===== config.mk =====
export PLATFORM = sky130hd
export DESIGN_NAME = rf_pairing_slave_handshake_core
export DESIGN_NICKNAME = d
export VERILOG_FILES = /design/src/sv/rfps_pkg.sv /design/src/sv/rf_pairing_slave_handshake_core.sv /design/src/sv/rfps_csr.sv /design/src/sv/rfps_core.sv
export SDC_FILE = /design/constraint.sdc
export NUM_CORES = 1
export LEC_CHECK = 0
export CAP_MARGIN = 10
export CORE_AREA = 5 5 198 200
export DETAILED_ROUTE_END_ITERATION = 10
export DIE_AREA = 0 0 203 205
export DONT_BUFFER_PORTS = 1
export GPL_ROUTABILITY_DRIVEN = 0
export PLACE_DENSITY = 0.76
export RECOVER_POWER = 100
export REMOVE_ABC_BUFFERS = 1
export SLEW_MARGIN = 5
export SYNTH_ARGS = -nofsm -noshare
export SYNTH_HDL_FRONTEND = slang
export SYNTH_SLANG_ARGS = --single-unit

===== constraint.sdc =====
create_clock -name clock -period 10.35 [get_ports clock]
set_input_delay 0.5175 -clock clock [delete_from_list [all_inputs] [get_ports clock]]
set_output_delay 0.5175 -clock clock [all_outputs]
set_load 0.1 [all_outputs]

===== src/sv/rfps_pkg.sv =====
// ----------------------------------------------------------------------------
// rfps_pkg
// Shared types, codes and helpers for the pairing handshake slave core.
// ----------------------------------------------------------------------------
package rfps_pkg;

   localparam int unsigned TimeWidth    = 32;
   localparam int unsigned AddrWidth    = 40;
   localparam int unsigned MagicWidth   = 32;
   localparam int unsigned CountWidth   = 8;
   localparam int unsigned TimeoutWidth = 16;
   localparam int unsigned CsrIdxWidth  = 3;
   localparam int unsigned CsrDataWidth = 40;

   localparam logic [CountWidth-1:0] CountMax = '1;

   typedef enum logic [2:0] {
      PH_IDLE   = 3'd0,
      PH_SEND   = 3'd1,
      PH_WAIT   = 3'd2,
      PH_VERIFY = 3'd3,
      PH_DONE   = 3'd4
   } phase_type;

   typedef enum logic [3:0] {
      EV_NONE     = 4'd0,
      EV_START    = 4'd1,
      EV_SEND     = 4'd2,
      EV_SWITCH   = 4'd3,
      EV_PONG     = 4'd4,
      EV_VFAIL    = 4'd5,
      EV_RTIMEOUT = 4'd6,
      EV_SAVE     = 4'd7,
      EV_STOP     = 4'd8
   } event_type;

   typedef enum logic [1:0] {
      RX_NONE  = 2'd0,
      RX_REPLY = 2'd1,
      RX_PING  = 2'd2,
      RX_OTHER = 2'd3
   } rx_kind_type;

   typedef enum logic [CsrIdxWidth-1:0] {
      CSR_DEVICE_TYPE   = 3'd0,
      CSR_ADDRESS_MODE  = 3'd1,
      CSR_OWN_ADDRESS   = 3'd2,
      CSR_VERIFY_TARGET = 3'd3,
      CSR_HOST_MAGIC    = 3'd4,
      CSR_REPLY_TMO     = 3'd5,
      CSR_VERIFY_TMO    = 3'd6,
      CSR_SILENCE_TMO   = 3'd7
   } csr_index_type;

   localparam logic [CountWidth-1:0]   VerifyTargetReset = 8'd5;
   localparam logic [TimeoutWidth-1:0] ReplyTmoReset     = 16'd100;
   localparam logic [TimeoutWidth-1:0] VerifyTmoReset    = 16'd5000;
   localparam logic [TimeoutWidth-1:0] SilenceTmoReset   = 16'd3000;

   typedef struct packed {
      logic [CountWidth-1:0]   verify_target;
      logic [MagicWidth-1:0]   host_magic;
      logic [TimeoutWidth-1:0] reply_timeout_ms;
      logic [TimeoutWidth-1:0] verify_timeout_ms;
      logic [TimeoutWidth-1:0] silence_timeout_ms;
   } cfg_type;

   typedef struct packed {
      logic                  enable;
      logic [TimeWidth-1:0]  now_ms;
      logic [1:0]            rx_kind;
      logic [MagicWidth-1:0] rx_magic;
      logic [AddrWidth-1:0]  rx_new_address;
   } req_type;

   typedef struct packed {
      event_type             event_res;
      logic [AddrWidth-1:0]  link_address;
      logic [CountWidth-1:0] verify_count;
      phase_type             phase;
      logic                  goal_reached;
   } rsp_type;

   // Wrapped time difference strictly above the limit.
   function automatic logic elapsed(input logic [TimeWidth-1:0]    now,
                                    input logic [TimeWidth-1:0]    since,
                                    input logic [TimeoutWidth-1:0] limit);
      logic [TimeWidth-1:0] diff;
      diff = now - since;
      return diff > {{(TimeWidth-TimeoutWidth){1'b0}}, limit};
   endfunction

endpackage


===== src/sv/rf_pairing_slave_handshake_core.sv =====
// ----------------------------------------------------------------------------
// rf_pairing_slave_handshake_core
// Slave side of the radio pairing handshake, one poll per request.
// ----------------------------------------------------------------------------
// Each request is one poll (enable flag, millisecond time, one classified
// packet) and yields exactly one response with the event, the link address,
// the ping count, the phase and the goal flag after that poll. The core takes
// one request per clock while the response side is not stalled; a request is
// registered on entry, stepped through the phase machine in one pass and
// registered again at the response port. The response register frees as the
// downstream side takes its response, so a stall costs no extra bubble.
// Write configuration only while
// no request is in flight.
module rf_pairing_slave_handshake_core
   import rfps_pkg::*;
(
   input  logic                    clock,
   input  logic                    reset,

   input  logic                    csr_wr_en,
   input  logic [CsrIdxWidth-1:0]  csr_index,
   input  logic [CsrDataWidth-1:0] csr_wdata,

   input  logic                    req_valid,
   output logic                    req_stall,
   input  logic                    req_enable,
   input  logic [TimeWidth-1:0]    req_now_ms,
   input  logic [1:0]              req_rx_kind,
   input  logic [MagicWidth-1:0]   req_rx_magic,
   input  logic [AddrWidth-1:0]    req_rx_new_address,

   output logic                    rsp_valid,
   input  logic                    rsp_stall,
   output logic [3:0]              rsp_event_res,
   output logic [AddrWidth-1:0]    rsp_link_address,
   output logic [CountWidth-1:0]   rsp_verify_count,
   output logic [2:0]              rsp_phase,
   output logic                    rsp_goal_reached
);

   cfg_type cfg;
   req_type s1_req_ff;
   logic    s1_valid_ff, s1_valid_in;
   rsp_type step_rsp;
   rsp_type rsp_ff;
   logic    rsp_valid_ff, rsp_valid_in;
   logic    out_ready;
   logic    advance;
   logic    s1_load;

   rfps_csr u_csr (
      .clock     (clock),
      .reset     (reset),
      .csr_wr_en (csr_wr_en),
      .csr_index (csr_index),
      .csr_wdata (csr_wdata),
      .cfg       (cfg)
   );

   rfps_core u_core (
      .clock (clock),
      .reset (reset),
      .step  (advance),
      .req   (s1_req_ff),
      .cfg   (cfg),
      .rsp   (step_rsp)
   );

   assign out_ready = !rsp_valid_ff || !rsp_stall;
   assign advance   = s1_valid_ff && out_ready;
   assign req_stall = s1_valid_ff && !out_ready;
   assign s1_load   = req_valid && !req_stall;

   always_comb begin
      s1_valid_in = s1_valid_ff;
      if (s1_load) begin
         s1_valid_in = 1'b1;
      end else if (advance) begin
         s1_valid_in = 1'b0;
      end
      rsp_valid_in = out_ready ? advance : rsp_valid_ff;
   end

   always_ff @(posedge clock) begin
      if (reset) begin
         s1_valid_ff  <= 1'b0;
         rsp_valid_ff <= 1'b0;
      end else begin
         s1_valid_ff  <= s1_valid_in;
         rsp_valid_ff <= rsp_valid_in;
      end
   end

   // Payload registers: capture on load or advance, hold otherwise.
   always_ff @(posedge clock) begin
      if (s1_load) begin
         s1_req_ff.enable         <= req_enable;
         s1_req_ff.now_ms         <= req_now_ms;
         s1_req_ff.rx_kind        <= req_rx_kind;
         s1_req_ff.rx_magic       <= req_rx_magic;
         s1_req_ff.rx_new_address <= req_rx_new_address;
      end
      if (advance) begin
         rsp_ff <= step_rsp;
      end
   end

   assign rsp_valid        = rsp_valid_ff;
   assign rsp_event_res    = rsp_ff.event_res;
   assign rsp_link_address = rsp_ff.link_address;
   assign rsp_verify_count = rsp_ff.verify_count;
   assign rsp_phase        = rsp_ff.phase;
   assign rsp_goal_reached = rsp_ff.goal_reached;

   a_stall_needs_held_request: assert property (@(posedge clock) disable iff (reset)
      req_stall |-> s1_valid_ff)
      else $error("request stall raised with empty input register");

   a_save_in_done: assert property (@(posedge clock) disable iff (reset)
      (rsp_valid && rsp_event_res == EV_SAVE) |-> rsp_phase == PH_DONE)
      else $error("save event outside done phase");

   a_start_clears_run: assert property (@(posedge clock) disable iff (reset)
      (rsp_valid && rsp_event_res == EV_START) |->
         (rsp_phase == PH_SEND && rsp_verify_count == '0 && !rsp_goal_reached))
      else $error("start event without cleared run");

   a_address_only_on_link_events: assert property (@(posedge clock) disable iff (reset)
      (rsp_valid && !(rsp_event_res == EV_SWITCH || rsp_event_res == EV_PONG ||
                      rsp_event_res == EV_SAVE)) |-> rsp_link_address == '0)
      else $error("link address shown on an event that carries none");

endmodule


===== src/sv/rfps_csr.sv =====
// ----------------------------------------------------------------------------
// rfps_csr
// Configuration registers written through the plain write port.
// ----------------------------------------------------------------------------
module rfps_csr
   import rfps_pkg::*;
(
   input  logic                    clock,
   input  logic                    reset,
   input  logic                    csr_wr_en,
   input  logic [CsrIdxWidth-1:0]  csr_index,
   input  logic [CsrDataWidth-1:0] csr_wdata,
   output cfg_type                 cfg
);

   cfg_type cfg_ff;
   cfg_type cfg_in;

   // Device type, address mode and own address only feed request assembly,
   // which sits outside this core, so they are accepted and dropped here.
   always_comb begin
      cfg_in = cfg_ff;
      if (csr_wr_en) begin
         unique case (csr_index_type'(csr_index))
            CSR_VERIFY_TARGET: cfg_in.verify_target      = csr_wdata[CountWidth-1:0];
            CSR_HOST_MAGIC:    cfg_in.host_magic         = csr_wdata[MagicWidth-1:0];
            CSR_REPLY_TMO:     cfg_in.reply_timeout_ms   = csr_wdata[TimeoutWidth-1:0];
            CSR_VERIFY_TMO:    cfg_in.verify_timeout_ms  = csr_wdata[TimeoutWidth-1:0];
            CSR_SILENCE_TMO:   cfg_in.silence_timeout_ms = csr_wdata[TimeoutWidth-1:0];
            default:           cfg_in = cfg_ff;
         endcase
      end
   end

   always_ff @(posedge clock) begin
      if (reset) begin
         cfg_ff.verify_target      <= VerifyTargetReset;
         cfg_ff.host_magic         <= '0;
         cfg_ff.reply_timeout_ms   <= ReplyTmoReset;
         cfg_ff.verify_timeout_ms  <= VerifyTmoReset;
         cfg_ff.silence_timeout_ms <= SilenceTmoReset;
      end else begin
         cfg_ff <= cfg_in;
      end
   end

   assign cfg = cfg_ff;

endmodule


===== src/sv/rfps_core.sv =====
// ----------------------------------------------------------------------------
// rfps_core
// Pairing phase machine: state registers and the single-pass step logic.
// ----------------------------------------------------------------------------
module rfps_core
   import rfps_pkg::*;
(
   input  logic    clock,
   input  logic    reset,
   input  logic    step,
   input  req_type req,
   input  cfg_type cfg,
   output rsp_type rsp
);

   phase_type              phase_ff, phase_in;
   logic                   was_en_ff, was_en_in;
   logic [TimeWidth-1:0]   wait_start_ff, wait_start_in;
   logic [TimeWidth-1:0]   last_ping_ff, last_ping_in;
   logic [CountWidth-1:0]  count_ff, count_in;
   logic                   goal_ff, goal_in;
   logic [AddrWidth-1:0]   addr_ff, addr_in;

   always_ff @(posedge clock) begin
      if (reset) begin
         phase_ff      <= PH_IDLE;
         was_en_ff     <= 1'b0;
         wait_start_ff <= '0;
         last_ping_ff  <= '0;
         count_ff      <= '0;
         goal_ff       <= 1'b0;
         addr_ff       <= '0;
      end else if (step) begin
         phase_ff      <= phase_in;
         was_en_ff     <= was_en_in;
         wait_start_ff <= wait_start_in;
         last_ping_ff  <= last_ping_in;
         count_ff      <= count_in;
         goal_ff       <= goal_in;
         addr_ff       <= addr_in;
      end
   end

   always_comb begin
      logic                  ping_ok;
      logic [CountWidth-1:0] count_inc;
      event_type             ev;
      logic                  show_addr;

      phase_in      = phase_ff;
      was_en_in     = was_en_ff;
      wait_start_in = wait_start_ff;
      last_ping_in  = last_ping_ff;
      count_in      = count_ff;
      goal_in       = goal_ff;
      addr_in       = addr_ff;
      ev            = EV_NONE;
      show_addr     = 1'b0;
      ping_ok       = (rx_kind_type'(req.rx_kind) == RX_PING) &&
                      (req.rx_magic == cfg.host_magic);
      count_inc     = (count_ff == CountMax) ? count_ff : count_ff + 1'b1;

      if (!req.enable) begin
         if (was_en_ff) begin
            phase_in = PH_IDLE;
            ev       = EV_STOP;
         end
         was_en_in = 1'b0;
      end else begin
         // Rising enable: clear the run and fall through from idle.
         if (!was_en_ff) begin
            phase_in      = PH_IDLE;
            wait_start_in = '0;
            last_ping_in  = '0;
            count_in      = '0;
            goal_in       = 1'b0;
            addr_in       = '0;
            ev            = EV_START;
            count_inc     = {{(CountWidth-1){1'b0}}, 1'b1};
         end
         was_en_in = 1'b1;

         unique case (phase_in)
            PH_IDLE: begin
               phase_in = PH_SEND;
            end
            PH_SEND: begin
               wait_start_in = req.now_ms;
               phase_in      = PH_WAIT;
               ev            = EV_SEND;
            end
            PH_WAIT: begin
               if (rx_kind_type'(req.rx_kind) == RX_REPLY) begin
                  addr_in       = req.rx_new_address;
                  count_in      = '0;
                  goal_in       = 1'b0;
                  last_ping_in  = req.now_ms;
                  wait_start_in = req.now_ms;
                  phase_in      = PH_VERIFY;
                  ev            = EV_SWITCH;
                  show_addr     = 1'b1;
               end else if (elapsed(req.now_ms, wait_start_ff, cfg.reply_timeout_ms)) begin
                  phase_in = PH_SEND;
                  ev       = EV_RTIMEOUT;
               end
            end
            PH_VERIFY: begin
               // A valid ping resets both timers, so no timeout can fire with it.
               if (ping_ok) begin
                  wait_start_in = req.now_ms;
                  last_ping_in  = req.now_ms;
                  count_in      = count_inc;
                  goal_in       = goal_ff || (count_inc >= cfg.verify_target);
                  ev            = EV_PONG;
                  show_addr     = 1'b1;
               end else if (goal_ff) begin
                  if (elapsed(req.now_ms, last_ping_ff, cfg.silence_timeout_ms)) begin
                     phase_in = PH_DONE;
                  end
               end else if (elapsed(req.now_ms, wait_start_ff, cfg.verify_timeout_ms)) begin
                  phase_in = PH_SEND;
                  ev       = EV_VFAIL;
               end
            end
            PH_DONE: begin
               ev        = EV_SAVE;
               show_addr = 1'b1;
            end
            default: begin
               phase_in = PH_IDLE;
            end
         endcase
      end

      rsp.event_res    = ev;
      rsp.link_address = show_addr ? addr_in : '0;
      rsp.verify_count = count_in;
      rsp.phase        = phase_in;
      rsp.goal_reached = goal_in;
   end

endmodule


==> flow_summary.yaml <==
outcome:
  status: "complete, but fails checks"
  violations: "max-capacitance violations, max-slew violations"
drt:
  drtPass1Iterations: 6
  ant_nets: 0
  wirelength_microns: 55800
  wl_per_cell_microns: 20.5
  num_vias: 17300
  drt-initial-drc-count: 1786
  drc_errors: 0
  viasPerCell: 6.36
sta:
  finalMaxSlewViolations: 387
  relSlewSlack_pct: -180
  fin_crit_sh_pct: 60.1
  hold_viol_final: 0
  max_freq_mhz: 161
  setup_viol: 0
  rsz0062_at_grt: "no"
  skew_ps: 22.7
  fin_tns_setup_ps: 0
  hold_slack_ps: 42.7
  worst_pin_slew_ps: 4200
  period_minus_slack_ps: 6220
floorplanning:
  fp.dieW_microns: 203
  rows: 71
  die_height_microns: 205
  io_pins: 213
  initial_utilization_pct: 54.5
  core_area_sq_mm: 0.0372
  die_area_sq_mm: 0.0416
power:
  power_w: 0.00341
  vdd_drop_max_v: 0.000132
  p_leak_nw: 7.69
  p_per_area_mw_per_mm2: 157
synthesis:
  synth-edff-count: 163
  synth_area_leaders: "edfxtp_1 (24%), dfxtp_1 (20%), ha_1 (7.3%)"
  synth_common_cells: "nand2_1 (278), a21oi_1 (258), nor2_1 (250)"
  synth_warnings: 0
  yosysMostFrequentCell: "nand2_1"
  synthDistinctLibCells: 82
  ys_ff_latch: 370
  syn_inst: 2287
  synth_top_area_share_pct: 24.1
  synth.largest_area_cell: "edfxtp_1"
  syn-mean-instance-area_sq_um: 8.86
  async_flop_share_pct: 0
  synth_flop_cell: "dfxtp_1"
  synthesis.area_sq_mm: 0.0203
  seq_area_frac_synth_pct: 44.6
finish:
  fillCellCount: 3110
  nNetsFinal: 2490
  drive_gt1_share_pct: 4.76
  area.growth.synth_to_final_pct: 7.58
  finalInstanceArea_sq_mm: 0.0218
clock_tree:
  cts_hold_buffers: 0
  cts_resized: 0
  clock_latency_ps: 560
  cts_tree: "done"
  cts_max_path_buffers: 3
  path_clk_slew_ps: 60
  cts-root-buf: "clkbuf_16"
  clock_sinks: 370
  numCtsBuffers: 41
  h-tree-depth: 2
  cts_setup_buffers: 0
worst_hold_path:
  worst_hold_path_type: "in2reg"
  worstHoldPathCells: 0
global_routing:
  antenna_found_initial: 6
  grt_pass1_wl_microns: 88600
  grt_overflow_total: 0
  grt_pass1_vias: 16900
  groute.usage.overall_pct: 26.1
  grt_max_degree: 188
setup_path:
  cp-end-kind: "register"
  worstPathRequired_ps: 10530
  reg2reg_depth: 4
  cp.arrival_ps: 6400
  worstPathMaxFanout: 52
  worstSetupStartpointType: "register"
  critPathKind: "reg2reg"
flow_run:
  drv_cap: 9
placed_design:
  io_buffers: 0
  dpl_cell_area_sq_mm: 0.0206
  place_hpwl_microns: 38000
[report_power, final]
group | switching (W) | internal [W]
sequential | 0.0000933 | 0.00157
combinational | 0.000214 | 0.000121
clock | 0.000585 | 0.000826
total | 0.000892 | 0.00252
[final cells by class]
| type | instances | area, sq um | area share [%] |
|---|---|---|---|
| sequential | 370 | 9040 | 41.4 |
| antenna | 2 | 5.00 | 0.0229 |
| inverter | 130 | 489 | 2.24 |
| clock inverter | 20 | 154 | 0.706 |
| timing repair buffer | 26 | 158 | 0.723 |
| tap | 474 | 593 | 2.72 |
| clock buffer | 56 | 1140 | 5.25 |
| multi-input combinational | 1645 | 10200 | 46.9 |
[kinds of logic after synthesis]
family	share of synthesized area (%)
compound gates	23.3
xor+xnor	3.20
fa+ha+maj	7.54
buf+inv	5.12
flops	44.6
mux	0.562
simple gates	15.7
[metal layers]
layer / share of wire, % / routed length, microns / track usage [%] / vias to the layer above
li1: - / - / - / 8158
met2: 45 / 25400 / 41.3 / 763
met1: 41 / 22900 / 33.9 / 8224
met5: 0.097 / 54 / 0 / -
met4: 3.6 / 2030 / 9.63 / 10
met3: 9.8 / 5480 / 8.04 / 160
[stage by stage]
| step | cells | setup slack (ps) | util [%] |
|---|---|---|---|
| 6_report | 2723 | 4130 | 58.6 |
| 5_1_grt | 2721 | 3560 | 58.6 |
| 4_1_cts | 2721 | 5060 | 58.8 |
| 3_5_place_dp | 2645 | 5110 | 55.3 |
| 3_3_place_gp | 2645 | 5140 | 55.3 |
| 2_1_floorplan | 2145 | 3590 | - |
[sequential cells by signal, summed over array words and instances (netlist names)]
name and flops:
s1_req_ff 107, u_csr.cfg 88, rsp_link_address 40, u_core.addr_ff 40, u_core.last_ping_ff 32, u_core.wait_start_ff 32, rsp_verify_count 8, u_core.count_ff 8
rsp_event_res 4, rsp_phase 3, u_core.phase_ff 3, rsp_goal_reached 1, rsp_valid 1, s1_valid_ff 1, u_core.goal_ff 1, u_core.was_en_ff 1
[path summary, 6_finish.rpt]
check / startpoint / to / slack (ps)
min reg2reg: u_csr.cfg[29]$_SDFFE_PP0P_ / u_csr.cfg[29]$_SDFFE_PP0P_ / 450
max: rsp_valid$_SDFFE_PP0P_ / s1_req_ff[23]$_DFFE_PP_ / 4130
max reg2reg: rsp_valid$_SDFFE_PP0P_ / s1_req_ff[23]$_DFFE_PP_ / 4130
min: req_now_ms[0] / s1_req_ff[74]$_DFFE_PP_ / 40
[cells in the final DEF, fill, tap and decap left out, types with 6 or more instances in the layout]
cell type    n
a211oi_1    16
a21boi_0     6
a21o_1      33
a21oi_1    258
a221oi_1    26
a22o_1       9
a22oi_1     59
a2bb2oi_1   37
a31oi_1     11
a32oi_1     41
and3_1      11
buf_4       16
clkbuf_1    21
clkbuf_16   43
clkinv_1     7
clkinv_2     7
dfxtp_1    207
edfxtp_1   163
ha_1       119
inv_1      129
mux2i_1      8
nand2_1    278
nand2b_1    12
nand3_1     27
nand4_1     34
nor2_1     247
nor2b_1     10
nor3_1      37
nor3b_1      6
nor4_1      17
o211ai_1    30
o21a_1      28
o21ai_0     96
o21bai_1     8
or3_1        8
xnor2_1     30
xor2_1      44
[critical path, cell delays in order, from the launching register on]
cell,delay [ps]
dfxtp_1,650
and3_1,690
nor2b_1,1480
clkbuf_1,2160
buf_4,770
(Power assumes the default switching activity.)
